## src/grb_pkg.sv

```systemverilog
// ----------------------------------------------------------------------------
// grb_pkg
// shared types, constants and helpers of the gamepad report builder
// ----------------------------------------------------------------------------
package grb_pkg;

   // report layout
   localparam int REPORT_BYTES = 20;
   localparam int RPT_W        = REPORT_BYTES * 8;
   localparam int EMIT_CNT_W   = $clog2(REPORT_BYTES);

   // value path and divider
   localparam int VAL_W     = 32;
   localparam int DIV_STEPS = VAL_W / 2;
   localparam int DIV_CNT_W = $clog2(DIV_STEPS);

   // command queue
   localparam int QUEUE_DEPTH = 2;
   localparam int QUEUE_PTR_W = $clog2(QUEUE_DEPTH);
   localparam int QUEUE_CNT_W = $clog2(QUEUE_DEPTH + 1);

   // ports
   localparam int REQ_TDATA_W = 80;
   localparam int REQ_TUSER_W = 4;
   localparam int CSR_IDX_W   = 3;

   // rescale output ranges
   localparam logic [VAL_W-1:0] TRIG_OUT_MIN  = 32'h0000_0000;
   localparam logic [VAL_W-1:0] TRIG_OUT_MAX  = 32'h0000_00FF;
   localparam logic [VAL_W-1:0] STICK_OUT_MIN = 32'hFFFF_8000;
   localparam logic [VAL_W-1:0] STICK_OUT_MAX = 32'h0000_7FFF;

   // register reset values
   localparam logic [VAL_W-1:0] TRIG_IN_MIN_RST  = 32'h0000_0000;
   localparam logic [VAL_W-1:0] TRIG_IN_MAX_RST  = 32'h0000_00FF;
   localparam logic [VAL_W-1:0] STICK_IN_MIN_RST = 32'hFFFF_8000;
   localparam logic [VAL_W-1:0] STICK_IN_MAX_RST = 32'h0000_7FFF;

   // digital stick levels
   localparam logic [15:0] AXIS_NEG = 16'h8000;
   localparam logic [15:0] AXIS_POS = 16'h7FFF;

   // controls
   localparam logic [4:0] CTL_TRIG_L   = 5'd15;
   localparam logic [4:0] CTL_TRIG_R   = 5'd16;
   localparam logic [4:0] CTL_BTN_MAX  = 5'd18;
   localparam logic [4:0] CTL_SIDE_MAX = 5'd1;

   // bit positions in the 16-bit button word (byte 2 low, byte 3 high)
   localparam logic [3:0] BTN_UP    = 4'd0;
   localparam logic [3:0] BTN_DOWN  = 4'd1;
   localparam logic [3:0] BTN_LEFT  = 4'd2;
   localparam logic [3:0] BTN_RIGHT = 4'd3;

   typedef enum logic [3:0] {
      MODE_BUTTON   = 4'd0,
      MODE_TRIGGER  = 4'd1,
      MODE_STICK_XY = 4'd2,
      MODE_STICK_X  = 4'd3,
      MODE_STICK_Y  = 4'd4,
      MODE_DSTICK   = 4'd5,
      MODE_DPAD     = 4'd6,
      MODE_RELEASE  = 4'd7,
      MODE_SEND     = 4'd8
   } mode_type;

   typedef enum logic [CSR_IDX_W-1:0] {
      CSR_TRIG_MIN  = 3'd0,
      CSR_TRIG_MAX  = 3'd1,
      CSR_STICK_MIN = 3'd2,
      CSR_STICK_MAX = 3'd3,
      CSR_AUTO_SEND = 3'd4
   } csr_index_type;

   typedef enum logic [2:0] {
      OP_BUTTON,
      OP_TRIG,
      OP_AXIS,
      OP_STICK,
      OP_DSTICK,
      OP_DPAD,
      OP_CLEAR,
      OP_SEND
   } op_type;

   typedef enum logic [2:0] {
      B_IDLE,
      B_EXEC,
      B_WAIT_X,
      B_WAIT_Y,
      B_LOAD,
      B_EMIT
   } back_state_type;

   typedef enum logic [2:0] {
      R_IDLE,
      R_CHECK,
      R_MUL,
      R_DIV,
      R_ADD,
      R_DONE
   } rsc_state_type;

   typedef struct packed {
      logic up;
      logic down;
      logic left;
      logic right;
   } dirs_type;

   typedef struct packed {
      op_type           op;
      logic             side;
      logic             axis_y;
      logic             invert;
      logic             pressed;
      logic [3:0]       btn_pos;
      dirs_type         dirs;
      logic [VAL_W-1:0] val_x;
      logic [VAL_W-1:0] val_y;
   } cmd_type;

   typedef struct packed {
      logic             start;
      logic [VAL_W-1:0] v;
      logic [VAL_W-1:0] imin;
      logic [VAL_W-1:0] imax;
      logic [VAL_W-1:0] omin;
      logic [VAL_W-1:0] omax;
   } rsc_req_type;

   typedef struct packed {
      logic             done;
      logic [VAL_W-1:0] result;
   } rsc_rsp_type;

   // button control to position in the button word
   function automatic logic [3:0] btn_position(input logic [4:0] ctl);
      logic [3:0] pos;
      unique case (ctl)
         5'd0:    pos = 4'd10;
         5'd1:    pos = 4'd12;
         5'd2:    pos = 4'd13;
         5'd3:    pos = 4'd14;
         5'd4:    pos = 4'd15;
         5'd5:    pos = 4'd8;
         5'd6:    pos = 4'd9;
         5'd7:    pos = 4'd5;
         5'd8:    pos = 4'd4;
         5'd9:    pos = 4'd6;
         5'd10:   pos = 4'd7;
         5'd11:   pos = BTN_UP;
         5'd12:   pos = BTN_DOWN;
         5'd13:   pos = BTN_LEFT;
         5'd14:   pos = BTN_RIGHT;
         5'd17:   pos = 4'd6;
         5'd18:   pos = 4'd7;
         default: pos = 4'd0;
      endcase
      return pos;
   endfunction

endpackage

```

## src/grb_front.sv

```systemverilog
// ----------------------------------------------------------------------------
// grb_front
// unpacks and classifies update words into back-end commands
// ----------------------------------------------------------------------------
module grb_front (
   input  logic                             req_tvalid,
   output logic                             req_tready,
   input  logic [grb_pkg::REQ_TDATA_W-1:0]  req_tdata,
   input  logic [grb_pkg::REQ_TUSER_W-1:0]  req_tuser,
   input  logic [grb_pkg::VAL_W-1:0]        trig_min,
   input  logic [grb_pkg::VAL_W-1:0]        trig_max,
   input  logic                             q_full,
   output logic                             q_push,
   output grb_pkg::cmd_type                 q_cmd
);

   logic [4:0]                ctl;
   logic                      pressed;
   logic [grb_pkg::VAL_W-1:0] vx;
   logic [grb_pkg::VAL_W-1:0] vy;
   logic                      up, dn, lf, rt, socd;
   logic                      dn_c, lf_c, rt_c;
   logic                      side_ok;
   logic                      keep;
   logic [15:0]               dx, dy;

   assign ctl     = req_tdata[4:0];
   assign pressed = req_tdata[5];
   assign vx      = req_tdata[37:6];
   assign vy      = req_tdata[69:38];
   assign up      = req_tdata[71];
   assign dn      = req_tdata[72];
   assign lf      = req_tdata[73];
   assign rt      = req_tdata[74];
   assign socd    = req_tdata[75];

   // with socd set, up wins over down and left against right gives neutral
   assign dn_c = dn & ~(socd & up);
   assign lf_c = lf & ~(socd & rt);
   assign rt_c = rt & ~(socd & lf);

   assign side_ok = (ctl <= grb_pkg::CTL_SIDE_MAX);

   assign dx = (lf_c != rt_c) ? (lf_c ? grb_pkg::AXIS_NEG : grb_pkg::AXIS_POS) : 16'h0000;
   assign dy = (up != dn_c) ? (up ? grb_pkg::AXIS_POS : grb_pkg::AXIS_NEG) : 16'h0000;

   always_comb begin
      keep          = 1'b0;
      q_cmd.op      = grb_pkg::OP_SEND;
      q_cmd.side    = ctl[0];
      q_cmd.axis_y  = 1'b0;
      q_cmd.invert  = req_tdata[70];
      q_cmd.pressed = pressed;
      q_cmd.btn_pos = grb_pkg::btn_position(ctl);
      q_cmd.dirs    = '{up: up, down: dn_c, left: lf_c, right: rt_c};
      q_cmd.val_x   = vx;
      q_cmd.val_y   = vy;
      unique case (grb_pkg::mode_type'(req_tuser))
         grb_pkg::MODE_BUTTON: begin
            if (ctl == grb_pkg::CTL_TRIG_L || ctl == grb_pkg::CTL_TRIG_R) begin
               // trigger driven as a button, full or zero travel
               keep        = 1'b1;
               q_cmd.op    = grb_pkg::OP_TRIG;
               q_cmd.side  = (ctl == grb_pkg::CTL_TRIG_R);
               q_cmd.val_x = pressed ? trig_max : trig_min;
            end else if (ctl <= grb_pkg::CTL_BTN_MAX) begin
               keep     = 1'b1;
               q_cmd.op = grb_pkg::OP_BUTTON;
            end
         end
         grb_pkg::MODE_TRIGGER: begin
            keep     = side_ok;
            q_cmd.op = grb_pkg::OP_TRIG;
         end
         grb_pkg::MODE_STICK_XY: begin
            keep     = side_ok;
            q_cmd.op = grb_pkg::OP_STICK;
         end
         grb_pkg::MODE_STICK_X: begin
            keep     = side_ok;
            q_cmd.op = grb_pkg::OP_AXIS;
         end
         grb_pkg::MODE_STICK_Y: begin
            keep         = side_ok;
            q_cmd.op     = grb_pkg::OP_AXIS;
            q_cmd.axis_y = 1'b1;
            q_cmd.val_x  = vy;
         end
         grb_pkg::MODE_DSTICK: begin
            keep        = side_ok;
            q_cmd.op    = grb_pkg::OP_DSTICK;
            q_cmd.val_x = {16'h0000, dx};
            q_cmd.val_y = {16'h0000, dy};
         end
         grb_pkg::MODE_DPAD: begin
            keep     = 1'b1;
            q_cmd.op = grb_pkg::OP_DPAD;
         end
         grb_pkg::MODE_RELEASE: begin
            keep     = 1'b1;
            q_cmd.op = grb_pkg::OP_CLEAR;
         end
         grb_pkg::MODE_SEND: begin
            keep     = 1'b1;
            q_cmd.op = grb_pkg::OP_SEND;
         end
         default: keep = 1'b0;
      endcase
   end

   assign req_tready = ~q_full;
   assign q_push     = req_tvalid & ~q_full & keep;

endmodule

```

## src/grb_cmd_queue.sv

```systemverilog
// ----------------------------------------------------------------------------
// grb_cmd_queue
// short fifo of classified commands between front and back end
// ----------------------------------------------------------------------------
module grb_cmd_queue (
   input  logic             clock,
   input  logic             reset,
   input  logic             push,
   input  grb_pkg::cmd_type push_cmd,
   output logic             full,
   input  logic             pop,
   output logic             empty,
   output grb_pkg::cmd_type head
);

   grb_pkg::cmd_type                q_ff [grb_pkg::QUEUE_DEPTH];
   logic [grb_pkg::QUEUE_PTR_W-1:0] wr_ptr_ff, wr_ptr_in;
   logic [grb_pkg::QUEUE_PTR_W-1:0] rd_ptr_ff, rd_ptr_in;
   logic [grb_pkg::QUEUE_CNT_W-1:0] count_ff, count_in;

   localparam logic [grb_pkg::QUEUE_PTR_W-1:0] PTR_LAST =
      grb_pkg::QUEUE_PTR_W'(grb_pkg::QUEUE_DEPTH - 1);

   assign full  = (count_ff == grb_pkg::QUEUE_CNT_W'(grb_pkg::QUEUE_DEPTH));
   assign empty = (count_ff == '0);
   assign head  = q_ff[rd_ptr_ff];

   always_comb begin
      wr_ptr_in = wr_ptr_ff;
      rd_ptr_in = rd_ptr_ff;
      count_in  = count_ff;
      if (push) begin
         wr_ptr_in = (wr_ptr_ff == PTR_LAST) ? '0 : wr_ptr_ff + 1'b1;
      end
      if (pop) begin
         rd_ptr_in = (rd_ptr_ff == PTR_LAST) ? '0 : rd_ptr_ff + 1'b1;
      end
      if (push && !pop) begin
         count_in = count_ff + 1'b1;
      end else if (pop && !push) begin
         count_in = count_ff - 1'b1;
      end
   end

   always_ff @(posedge clock) begin
      if (reset) begin
         wr_ptr_ff <= '0;
         rd_ptr_ff <= '0;
         count_ff  <= '0;
      end else begin
         wr_ptr_ff <= wr_ptr_in;
         rd_ptr_ff <= rd_ptr_in;
         count_ff  <= count_in;
      end
   end

   always_ff @(posedge clock) begin
      if (push) begin
         q_ff[wr_ptr_ff] <= push_cmd;
      end
   end

endmodule

```

## src/grb_rescale.sv

```systemverilog
// ----------------------------------------------------------------------------
// grb_rescale
// range rescale: saturate, 32x32 multiply, radix-4 restoring divide, offset
// ----------------------------------------------------------------------------
module grb_rescale (
   input  logic                 clock,
   input  logic                 reset,
   input  grb_pkg::rsc_req_type req,
   output grb_pkg::rsc_rsp_type rsp
);

   grb_pkg::rsc_state_type          state_ff, state_in;
   logic [grb_pkg::VAL_W-1:0]       v_ff, v_in;
   logic [grb_pkg::VAL_W-1:0]       imin_ff, imin_in;
   logic [grb_pkg::VAL_W-1:0]       imax_ff, imax_in;
   logic [grb_pkg::VAL_W-1:0]       omin_ff, omin_in;
   logic [grb_pkg::VAL_W-1:0]       omax_ff, omax_in;
   logic [grb_pkg::VAL_W-1:0]       quot_ff, quot_in;
   logic [grb_pkg::VAL_W-1:0]       rem_ff, rem_in;
   logic [grb_pkg::VAL_W-1:0]       res_ff, res_in;
   logic [grb_pkg::DIV_CNT_W-1:0]   cnt_ff, cnt_in;
   logic [grb_pkg::VAL_W-1:0]       prod_lo;
   logic [grb_pkg::VAL_W:0]         s1, s2;

   // one restoring step: {quotient bit, new remainder}
   function automatic logic [grb_pkg::VAL_W:0] div_step(
      input logic [grb_pkg::VAL_W-1:0] rem,
      input logic                      din,
      input logic [grb_pkg::VAL_W-1:0] dvs
   );
      logic [grb_pkg::VAL_W:0] trial;
      logic [grb_pkg::VAL_W:0] diff;
      trial = {rem, din};
      diff  = trial - {1'b0, dvs};
      if (!diff[grb_pkg::VAL_W]) begin
         return {1'b1, diff[grb_pkg::VAL_W-1:0]};
      end
      return {1'b0, trial[grb_pkg::VAL_W-1:0]};
   endfunction

   // after the range check: v_ff holds v-imin, omax_ff the output span,
   // imax_ff the divisor
   assign prod_lo = grb_pkg::VAL_W'(v_ff * omax_ff);
   assign s1      = div_step(rem_ff, quot_ff[grb_pkg::VAL_W-1], imax_ff);
   assign s2      = div_step(s1[grb_pkg::VAL_W-1:0], quot_ff[grb_pkg::VAL_W-2], imax_ff);

   always_comb begin
      state_in = state_ff;
      v_in     = v_ff;
      imin_in  = imin_ff;
      imax_in  = imax_ff;
      omin_in  = omin_ff;
      omax_in  = omax_ff;
      quot_in  = quot_ff;
      rem_in   = rem_ff;
      res_in   = res_ff;
      cnt_in   = cnt_ff;
      if (req.start) begin
         v_in     = req.v;
         imin_in  = req.imin;
         imax_in  = req.imax;
         omin_in  = req.omin;
         omax_in  = req.omax;
         state_in = grb_pkg::R_CHECK;
      end else begin
         unique case (state_ff)
            grb_pkg::R_IDLE: state_in = grb_pkg::R_IDLE;
            grb_pkg::R_CHECK: begin
               priority if ($signed(v_ff) <= $signed(imin_ff)) begin
                  res_in   = omin_ff;
                  state_in = grb_pkg::R_DONE;
               end else if ($signed(v_ff) >= $signed(imax_ff)) begin
                  res_in   = omax_ff;
                  state_in = grb_pkg::R_DONE;
               end else if (imin_ff == omin_ff && imax_ff == omax_ff) begin
                  res_in   = v_ff;
                  state_in = grb_pkg::R_DONE;
               end else begin
                  v_in     = v_ff - imin_ff;
                  omax_in  = omax_ff - omin_ff;
                  imax_in  = imax_ff - imin_ff;
                  state_in = grb_pkg::R_MUL;
               end
            end
            grb_pkg::R_MUL: begin
               quot_in  = prod_lo;
               rem_in   = '0;
               cnt_in   = '0;
               state_in = grb_pkg::R_DIV;
            end
            grb_pkg::R_DIV: begin
               quot_in = {quot_ff[grb_pkg::VAL_W-3:0], s1[grb_pkg::VAL_W], s2[grb_pkg::VAL_W]};
               rem_in  = s2[grb_pkg::VAL_W-1:0];
               cnt_in  = cnt_ff + 1'b1;
               if (cnt_ff == grb_pkg::DIV_CNT_W'(grb_pkg::DIV_STEPS - 1)) begin
                  state_in = grb_pkg::R_ADD;
               end
            end
            grb_pkg::R_ADD: begin
               res_in   = quot_ff + omin_ff;
               state_in = grb_pkg::R_DONE;
            end
            grb_pkg::R_DONE: state_in = grb_pkg::R_IDLE;
            default:         state_in = grb_pkg::R_IDLE;
         endcase
      end
   end

   always_ff @(posedge clock) begin
      if (reset) begin
         state_ff <= grb_pkg::R_IDLE;
      end else begin
         state_ff <= state_in;
      end
   end

   always_ff @(posedge clock) begin
      v_ff    <= v_in;
      imin_ff <= imin_in;
      imax_ff <= imax_in;
      omin_ff <= omin_in;
      omax_ff <= omax_in;
      quot_ff <= quot_in;
      rem_ff  <= rem_in;
      res_ff  <= res_in;
      cnt_ff  <= cnt_in;
   end

   assign rsp.done   = (state_ff == grb_pkg::R_DONE);
   assign rsp.result = res_ff;

endmodule

```

## src/grb_back.sv

```systemverilog
// ----------------------------------------------------------------------------
// grb_back
// executes commands on the report state and streams the report out
// ----------------------------------------------------------------------------
module grb_back (
   input  logic                      clock,
   input  logic                      reset,
   input  logic                      q_empty,
   input  grb_pkg::cmd_type          q_head,
   output logic                      q_pop,
   input  logic [grb_pkg::VAL_W-1:0] trig_min,
   input  logic [grb_pkg::VAL_W-1:0] trig_max,
   input  logic [grb_pkg::VAL_W-1:0] stick_min,
   input  logic [grb_pkg::VAL_W-1:0] stick_max,
   input  logic                      auto_send,
   output grb_pkg::rsc_req_type      rsc_req,
   input  grb_pkg::rsc_rsp_type      rsc_rsp,
   output logic                      rsp_tvalid,
   input  logic                      rsp_tready,
   output logic [7:0]                rsp_tdata,
   output logic                      rsp_tlast
);

   grb_pkg::back_state_type          state_ff, state_in;
   grb_pkg::cmd_type                 cmd_ff, cmd_in;
   logic [15:0]                      btn_ff, btn_in;
   logic [1:0][7:0]                  trig_ff, trig_in;
   logic [3:0][15:0]                 axis_ff, axis_in;
   logic [grb_pkg::RPT_W-1:0]        emit_ff, emit_in;
   logic [grb_pkg::EMIT_CNT_W-1:0]   cnt_ff, cnt_in;
   logic                             rsp_valid_ff, rsp_valid_in;
   logic [7:0]                       rsp_data_ff, rsp_data_in;
   logic                             rsp_last_ff, rsp_last_in;
   logic [grb_pkg::RPT_W-1:0]        report_vec;
   logic [grb_pkg::VAL_W-1:0]        r_axis;
   logic [1:0]                       axis_sel;
   grb_pkg::back_state_type          after_fire;

   function automatic logic [grb_pkg::VAL_W-1:0] sx16(input logic [15:0] v);
      return {{(grb_pkg::VAL_W-16){v[15]}}, v};
   endfunction

   // report image: type, length, buttons, triggers, axes, zero tail
   always_comb begin
      report_vec          = '0;
      report_vec[15:8]    = 8'(grb_pkg::REPORT_BYTES);
      report_vec[31:16]   = btn_ff;
      report_vec[47:32]   = trig_ff;
      report_vec[111:48]  = axis_ff;
   end

   assign axis_sel   = {cmd_ff.side, cmd_ff.axis_y};
   assign r_axis     = cmd_ff.invert ? sx16(~rsc_rsp.result[15:0]) : rsc_rsp.result;
   assign after_fire = auto_send ? grb_pkg::B_LOAD : grb_pkg::B_IDLE;

   always_comb begin
      // second pass of a stick pair rescales y
      rsc_req.v = (state_ff == grb_pkg::B_WAIT_X) ? cmd_ff.val_y : cmd_ff.val_x;
      if (cmd_ff.op == grb_pkg::OP_TRIG) begin
         rsc_req.imin = trig_min;
         rsc_req.imax = trig_max;
         rsc_req.omin = grb_pkg::TRIG_OUT_MIN;
         rsc_req.omax = grb_pkg::TRIG_OUT_MAX;
      end else begin
         rsc_req.imin = stick_min;
         rsc_req.imax = stick_max;
         rsc_req.omin = grb_pkg::STICK_OUT_MIN;
         rsc_req.omax = grb_pkg::STICK_OUT_MAX;
      end
      state_in      = state_ff;
      cmd_in        = cmd_ff;
      btn_in        = btn_ff;
      trig_in       = trig_ff;
      axis_in       = axis_ff;
      emit_in       = emit_ff;
      cnt_in        = cnt_ff;
      rsp_valid_in  = rsp_valid_ff & ~rsp_tready;
      rsp_data_in   = rsp_data_ff;
      rsp_last_in   = rsp_last_ff;
      q_pop         = 1'b0;
      rsc_req.start = 1'b0;
      unique case (state_ff)
         grb_pkg::B_IDLE: begin
            if (!q_empty) begin
               q_pop    = 1'b1;
               cmd_in   = q_head;
               state_in = grb_pkg::B_EXEC;
            end
         end
         grb_pkg::B_EXEC: begin
            unique case (cmd_ff.op)
               grb_pkg::OP_BUTTON: begin
                  btn_in[cmd_ff.btn_pos] = cmd_ff.pressed;
                  state_in = (btn_ff[cmd_ff.btn_pos] != cmd_ff.pressed) ?
                             after_fire : grb_pkg::B_IDLE;
               end
               grb_pkg::OP_TRIG, grb_pkg::OP_AXIS, grb_pkg::OP_STICK: begin
                  rsc_req.start = 1'b1;
                  state_in      = grb_pkg::B_WAIT_X;
               end
               grb_pkg::OP_DSTICK: begin
                  axis_in[{cmd_ff.side, 1'b0}] = cmd_ff.val_x[15:0];
                  axis_in[{cmd_ff.side, 1'b1}] = cmd_ff.val_y[15:0];
                  state_in = after_fire;
               end
               grb_pkg::OP_DPAD: begin
                  btn_in[grb_pkg::BTN_UP]    = cmd_ff.dirs.up;
                  btn_in[grb_pkg::BTN_DOWN]  = cmd_ff.dirs.down;
                  btn_in[grb_pkg::BTN_LEFT]  = cmd_ff.dirs.left;
                  btn_in[grb_pkg::BTN_RIGHT] = cmd_ff.dirs.right;
                  state_in = after_fire;
               end
               grb_pkg::OP_CLEAR: begin
                  btn_in   = '0;
                  trig_in  = '0;
                  axis_in  = '0;
                  state_in = after_fire;
               end
               grb_pkg::OP_SEND: state_in = grb_pkg::B_LOAD;
               default:          state_in = grb_pkg::B_IDLE;
            endcase
         end
         grb_pkg::B_WAIT_X: begin
            if (rsc_rsp.done) begin
               unique case (cmd_ff.op)
                  grb_pkg::OP_TRIG: begin
                     // a wrapped result above 255 still counts as a change
                     if (rsc_rsp.result != {24'h000000, trig_ff[cmd_ff.side]}) begin
                        trig_in[cmd_ff.side] = rsc_rsp.result[7:0];
                        state_in = after_fire;
                     end else begin
                        state_in = grb_pkg::B_IDLE;
                     end
                  end
                  grb_pkg::OP_AXIS: begin
                     if (sx16(axis_ff[axis_sel]) != r_axis) begin
                        axis_in[axis_sel] = r_axis[15:0];
                        state_in = after_fire;
                     end else begin
                        state_in = grb_pkg::B_IDLE;
                     end
                  end
                  grb_pkg::OP_STICK: begin
                     axis_in[{cmd_ff.side, 1'b0}] = rsc_rsp.result[15:0];
                     rsc_req.start = 1'b1;
                     state_in      = grb_pkg::B_WAIT_Y;
                  end
                  default: state_in = grb_pkg::B_IDLE;
               endcase
            end
         end
         grb_pkg::B_WAIT_Y: begin
            if (rsc_rsp.done) begin
               axis_in[{cmd_ff.side, 1'b1}] = rsc_rsp.result[15:0];
               state_in = after_fire;
            end
         end
         grb_pkg::B_LOAD: begin
            emit_in  = report_vec;
            cnt_in   = '0;
            state_in = grb_pkg::B_EMIT;
         end
         grb_pkg::B_EMIT: begin
            if (!rsp_valid_ff || rsp_tready) begin
               rsp_valid_in = 1'b1;
               rsp_data_in  = emit_ff[7:0];
               rsp_last_in  = (cnt_ff == grb_pkg::EMIT_CNT_W'(grb_pkg::REPORT_BYTES - 1));
               emit_in      = emit_ff >> 8;
               cnt_in       = cnt_ff + 1'b1;
               if (rsp_last_in) begin
                  state_in = grb_pkg::B_IDLE;
               end
            end
         end
         default: state_in = grb_pkg::B_IDLE;
      endcase
   end

   always_ff @(posedge clock) begin
      if (reset) begin
         state_ff     <= grb_pkg::B_IDLE;
         rsp_valid_ff <= 1'b0;
         btn_ff       <= '0;
         trig_ff      <= '0;
         axis_ff      <= '0;
      end else begin
         state_ff     <= state_in;
         rsp_valid_ff <= rsp_valid_in;
         btn_ff       <= btn_in;
         trig_ff      <= trig_in;
         axis_ff      <= axis_in;
      end
   end

   always_ff @(posedge clock) begin
      cmd_ff      <= cmd_in;
      emit_ff     <= emit_in;
      cnt_ff      <= cnt_in;
      rsp_data_ff <= rsp_data_in;
      rsp_last_ff <= rsp_last_in;
   end

   assign rsp_tvalid = rsp_valid_ff;
   assign rsp_tdata  = rsp_data_ff;
   assign rsp_tlast  = rsp_last_ff;

endmodule

```

## src/gamepad_report_builder.sv

```systemverilog
// ----------------------------------------------------------------------------
// gamepad_report_builder
// keeps a 20-byte gamepad input report and streams it out on request
// ----------------------------------------------------------------------------
// each request word is one update (button, trigger, stick pair, single axis,
// digital stick, dpad, release all, send); a send, or any update that fires
// while auto_send is set, streams the whole report one byte per word with
// tlast on the final byte. words are classified at the input and held in a
// two-entry command queue, so the input keeps taking words while the back
// end works or the report waits on rsp_tready, until the queue is full.
// trigger and single-axis updates take one pass through the shared rescale
// unit (range check, one 32x32 multiply, 16 radix-4 divide steps, offset
// add) and a stick pair two; button, dpad, digital stick and release
// updates do not use it. the report stream pauses on any output stall.
// unused or malformed updates are dropped at the input and produce no bytes.
// ----------------------------------------------------------------------------
module gamepad_report_builder (
   input  logic                             clock,
   input  logic                             reset,
   // request words
   input  logic                             req_tvalid,
   output logic                             req_tready,
   // control[4:0], pressed[5], value_x[37:6], value_y[69:38], invert[70],
   // dir_up[71], dir_down[72], dir_left[73], dir_right[74], socd_clean[75],
   // zero pad[79:76]
   input  logic [grb_pkg::REQ_TDATA_W-1:0]  req_tdata,
   // mode[3:0]
   input  logic [grb_pkg::REQ_TUSER_W-1:0]  req_tuser,
   // report bytes
   output logic                             rsp_tvalid,
   input  logic                             rsp_tready,
   // report_byte[7:0]
   output logic [7:0]                       rsp_tdata,
   // last_byte
   output logic                             rsp_tlast,
   // register writes
   input  logic                             csr_wr_en,
   input  logic [grb_pkg::CSR_IDX_W-1:0]    csr_index,
   input  logic [grb_pkg::VAL_W-1:0]        csr_wdata
);

   // range and send registers
   logic [grb_pkg::VAL_W-1:0] trig_min_ff, trig_min_in;
   logic [grb_pkg::VAL_W-1:0] trig_max_ff, trig_max_in;
   logic [grb_pkg::VAL_W-1:0] stick_min_ff, stick_min_in;
   logic [grb_pkg::VAL_W-1:0] stick_max_ff, stick_max_in;
   logic                      auto_send_ff, auto_send_in;

   // front to queue to back
   logic                      q_push;
   grb_pkg::cmd_type          q_cmd;
   logic                      q_full;
   logic                      q_pop;
   logic                      q_empty;
   grb_pkg::cmd_type          q_head;

   // back end to rescale unit
   grb_pkg::rsc_req_type      rsc_req;
   grb_pkg::rsc_rsp_type      rsc_rsp;

   // register writes, unknown indexes ignored
   always_comb begin
      trig_min_in  = trig_min_ff;
      trig_max_in  = trig_max_ff;
      stick_min_in = stick_min_ff;
      stick_max_in = stick_max_ff;
      auto_send_in = auto_send_ff;
      if (csr_wr_en) begin
         unique case (grb_pkg::csr_index_type'(csr_index))
            grb_pkg::CSR_TRIG_MIN:  trig_min_in  = csr_wdata;
            grb_pkg::CSR_TRIG_MAX:  trig_max_in  = csr_wdata;
            grb_pkg::CSR_STICK_MIN: stick_min_in = csr_wdata;
            grb_pkg::CSR_STICK_MAX: stick_max_in = csr_wdata;
            grb_pkg::CSR_AUTO_SEND: auto_send_in = csr_wdata[0];
            default:                auto_send_in = auto_send_ff;
         endcase
      end
   end

   always_ff @(posedge clock) begin
      if (reset) begin
         trig_min_ff  <= grb_pkg::TRIG_IN_MIN_RST;
         trig_max_ff  <= grb_pkg::TRIG_IN_MAX_RST;
         stick_min_ff <= grb_pkg::STICK_IN_MIN_RST;
         stick_max_ff <= grb_pkg::STICK_IN_MAX_RST;
         auto_send_ff <= 1'b0;
      end else begin
         trig_min_ff  <= trig_min_in;
         trig_max_ff  <= trig_max_in;
         stick_min_ff <= stick_min_in;
         stick_max_ff <= stick_max_in;
         auto_send_ff <= auto_send_in;
      end
   end

   // classify incoming words
   grb_front u_front (
      .req_tvalid (req_tvalid),
      .req_tready (req_tready),
      .req_tdata  (req_tdata),
      .req_tuser  (req_tuser),
      .trig_min   (trig_min_ff),
      .trig_max   (trig_max_ff),
      .q_full     (q_full),
      .q_push     (q_push),
      .q_cmd      (q_cmd)
   );

   // decouples classification from execution
   grb_cmd_queue u_queue (
      .clock    (clock),
      .reset    (reset),
      .push     (q_push),
      .push_cmd (q_cmd),
      .full     (q_full),
      .pop      (q_pop),
      .empty    (q_empty),
      .head     (q_head)
   );

   // shared multicycle rescale
   grb_rescale u_rescale (
      .clock (clock),
      .reset (reset),
      .req   (rsc_req),
      .rsp   (rsc_rsp)
   );

   // report state, update sequencing and byte streaming
   grb_back u_back (
      .clock      (clock),
      .reset      (reset),
      .q_empty    (q_empty),
      .q_head     (q_head),
      .q_pop      (q_pop),
      .trig_min   (trig_min_ff),
      .trig_max   (trig_max_ff),
      .stick_min  (stick_min_ff),
      .stick_max  (stick_max_ff),
      .auto_send  (auto_send_ff),
      .rsc_req    (rsc_req),
      .rsc_rsp    (rsc_rsp),
      .rsp_tvalid (rsp_tvalid),
      .rsp_tready (rsp_tready),
      .rsp_tdata  (rsp_tdata),
      .rsp_tlast  (rsp_tlast)
   );

endmodule

```

## config.mk

```make
export PLATFORM = sky130hd
export DESIGN_NAME = gamepad_report_builder
export DESIGN_NICKNAME = d
export VERILOG_FILES = /design/src/grb_pkg.sv /design/src/grb_front.sv /design/src/grb_cmd_queue.sv /design/src/grb_rescale.sv /design/src/grb_back.sv /design/src/gamepad_report_builder.sv
export SDC_FILE = /design/constraint.sdc
export NUM_CORES = 2
export LEC_CHECK = 0
export BUFFER_PORTS_ARGS = -buffer_cell sky130_fd_sc_hd__buf_2
export CORE_ASPECT_RATIO = 0.7
export CORE_UTILIZATION = 29
export DETAILED_ROUTE_END_ITERATION = 10
export HOLD_SLACK_MARGIN = 0.02
export SKIP_CTS_REPAIR_TIMING = 1
export SLEW_MARGIN = 10
export SYNTH_ARGS = -nofsm -noshare
export SYNTH_HDL_FRONTEND = slang
export SYNTH_HIERARCHICAL = 1
export SYNTH_SLANG_ARGS = --single-unit
```

## constraint.sdc

```tcl
create_clock -name clock -period 12.3 [get_ports clock]
set_clock_uncertainty 0.15 [all_clocks]
set_input_delay 1.23 -clock clock [delete_from_list [all_inputs] [get_ports clock]]
set_output_delay 1.23 -clock clock [all_outputs]
set_load 0.01 [all_outputs]
```

==> flow_summary.ini <==
[cells_and_area]
layout-drive-gt1-share_pct = 9.349
fillers = 23430
nets = 7701
synthToLayoutAreaGrowth_pct = 9.157

[drt]
viasPerCell = 5.137
ant_nets = 0
wl_per_cell_um = 20.91
drcViolationCount = 0
wl_mm = 207.8
dr.first_iter.drc_count = 5751
dr.pass1.iters = 8
num_vias = 51040

[run_status]
status = complete, no violations

[critical_path]
critPathKind = flop to flop
startpoint_type = flop
critPathArrivalTime_ps = 8990
path_cells = buf_4 > and2_1 > fa_1 > fa_1 > fa_1 > inv_1 > fa_1 > inv_1 > ha_1 > ha_1 > fa_1 > fa_1 > ha_1 > o21a_1 > o21ai_0 > nor4_1 > a32oi_1 > a311oi_1 > and4_1 > a2111oi_0 > a21oi_1 > xnor2_1 > a21oi_1
worstPathRequired_ps = 12560
cpMostUsedCell = fa_1
cp-end-kind = flop
slowest_delay_ps = 1040
critPathMaxFanout = 18
critPathTopFamily = adder cells
slowest_stage = edfxtp_1
cp_num_buf_inv = 3

[sta]
worstMarginPinSlew_ps = 1287
period_share_pct = 70.99
rsz0062_at_grt = false
hold_violations = 0
fmax_ghz = 0.1145
fin_crit_ps = 8732
timing.slew.headroom_pct = 13.97
setup_viol = 0
slew_violations = 0
setup_tns_ps = 0
timing.final.ws_setup_ps = 3568

[synth]
synth-edff-count = 623
synthCells = 6903
seq_area_frac_synth_pct = 35.02
synthFlopType = edfxtp_1
yosysWarnings = 6
syn_area_per_cell_um2 = 9.701
ys_ff_latch = 860
async_flop_share_pct = 0
yosysUniqueCellTypes = 111
syn_area_um2 = 66970

[die]
chipWidth_um = 576.4
coreArea_um2 = 229400
start_util_pct = 29.20
rows = 147
dieArea_um2 = 232900
io_pins = 135
die_h_um = 404.0

[global_routing]
antenna_found_initial = 10
grt_usage_pct = 17.50
grt_pass1_vias = 49110
grt_max_degree = 112
grt_pass1_wl_mm = 311.5
globalRouteOverflowTotal = 0

[cts]
clk_pin_slew_ps = 70
insertion_delay_ps = 680
cts_buffer_depth = 3
cts_made_buffers = 79
clock_sink_count = 860
cts_tree = built
cts-root-buf = clkbuf_16
htreeDepth = 3

[placed_design]
dp_hpwl_mm = 151.6
place_ws_ps = 3778
gp_congestion = 0.9640
port_buffers = 130

[job]
drv_cap = 0

[min_path]
hold_path.class = flop to flop
sequential cells by signal (all words and copies together) (netlist names), 4 cells and up, named ones only:
signal,flops
u_rescale/quot_ff,32
u_back/cmd_ff,77
u_back/btn_ff,16
u_rescale/imax_ff,32
u_rescale/v_ff,32
u_back/emit_ff,112
u_back/cnt_ff,5
stick_max_ff,32
trig_min_ff,32
trig_max_ff,32
u_back/rsp_tdata,8
u_rescale/omax_ff,32
u_rescale/res_ff,32
u_rescale/imin_ff,32
u_back/axis_ff,64
u_rescale/rem_ff,32
stick_min_ff,32
u_queue/q_ff,158
u_rescale/omin_ff,32
u_rescale/cnt_ff,4
u_back/report_vec,16
kinds of logic after synthesis:
| group | share of synthesized area (%) |
|---|---|
| mux | 6.678 |
| simple gates | 16.49 |
| fa+ha+maj | 18.95 |
| buf+inv | 6.467 |
| xor+xnor | 4.639 |
| flops | 35.02 |
| other cells | 0.01121 |
| compound gates | 11.74 |
through the flow:
step	cell area (um^2)	hold WS (ps)	utilization, %	std cells
after floorplan	67110	250.3	-	6941
after global placement	70380	252.7	30.69	9783
after detailed placement	70380	254.5	30.69	9783
after CTS	73060	269.7	31.85	9931
after global routing	73090	274.6	31.87	9935
final	73100	269.4	31.87	9937
layout by cell type (no fill, tap or decap), types with 34 or more instances in the layout:
cell type	count
a211oi_1	34
a21o_1	93
a21oi_1	255
and2_1	344
buf_2	129
buf_4	107
clkbuf_16	85
conb_1	40
dfxtp_1	236
edfxtp_1	623
fa_1	414
ha_1	352
inv_1	573
mux2_2	155
mux2i_1	209
nand2_1	1132
nand2b_1	181
nand3_1	50
nand4_1	49
nor2_1	298
nor2b_1	70
nor3_1	40
o211ai_1	50
o21a_1	48
o21ai_0	290
o31ai_1	49
xnor2_1	244
xor2_1	107
cells in the mapped netlist (all sizes together) (19+ instances only):
cell type / number / area, um^2
a211oi: 35 / 262.8
a21o: 93 / 698.2
a21oi: 258 / 1306
a222oi: 32 / 320.3
a22o: 31 / 271.5
a22oi: 20 / 150.1
a31oi: 26 / 162.7
and2: 364 / 2312
buf: 164 / 1092
clkbuf: 285 / 1072
dfxtp: 237 / 4745
edfxtp: 623 / 18710
fa: 414 / 8288
ha: 352 / 4404
inv: 576 / 2162
mux2: 166 / 1907
mux2i: 209 / 2092
mux4: 21 / 473.0
nand2: 1133 / 4253
nand2b: 182 / 1139
nand3: 51 / 255.2
nand4: 49 / 306.5
nor2: 300 / 1126
nor2b: 72 / 450.4
nor3: 45 / 235.2
nor4: 19 / 125.1
o211ai: 52 / 409.1
o21a: 48 / 360.4
o21ai: 311 / 1557
o21bai: 24 / 180.2
o2bb2ai: 20 / 206.5
o31ai: 51 / 401.6
or3: 27 / 168.9
xnor2: 244 / 2137
xor2: 109 / 969.7
layer usage:
metal  GRT usage [%]  part of all wire (%)
met5               0                     0
met4           3.279                   1.7
met2           24.84                    41
met3           3.951                    10
met1           26.80                    48
area by class of cell:
class	count	area [um^2]	area share, %
Timing Repair Buffer	238	1488	2.035
Clock inverter	34	359.1	0.4913
Tap cell	3054	3821	5.227
Clock buffer	114	2316	3.168
Multi-Input combinational cell	5055	39480	54.01
Inverter	577	2166	2.963
Antenna cell	5	12.51	0.01712
Sequential cell	860	23460	32.09
final timing paths:
check / startpoint / to / slack (ps) / depth (start not counted)
setup reg to reg: u_rescale/omax_ff[7] / u_rescale/quot_ff[31] / 3570 / 23
hold / removal: u_back/emit_ff[0] / u_back/rsp_tdata[0] / 270 / 0
hold reg to reg: u_back/emit_ff[0] / u_back/rsp_tdata[0] / 270 / 0
setup / recovery: u_rescale/omax_ff[7] / u_rescale/quot_ff[31] / 3570 / 23
Power is not shown: default switching activity piles up to over one toggle a cycle in this logic, so the estimate is an artifact.
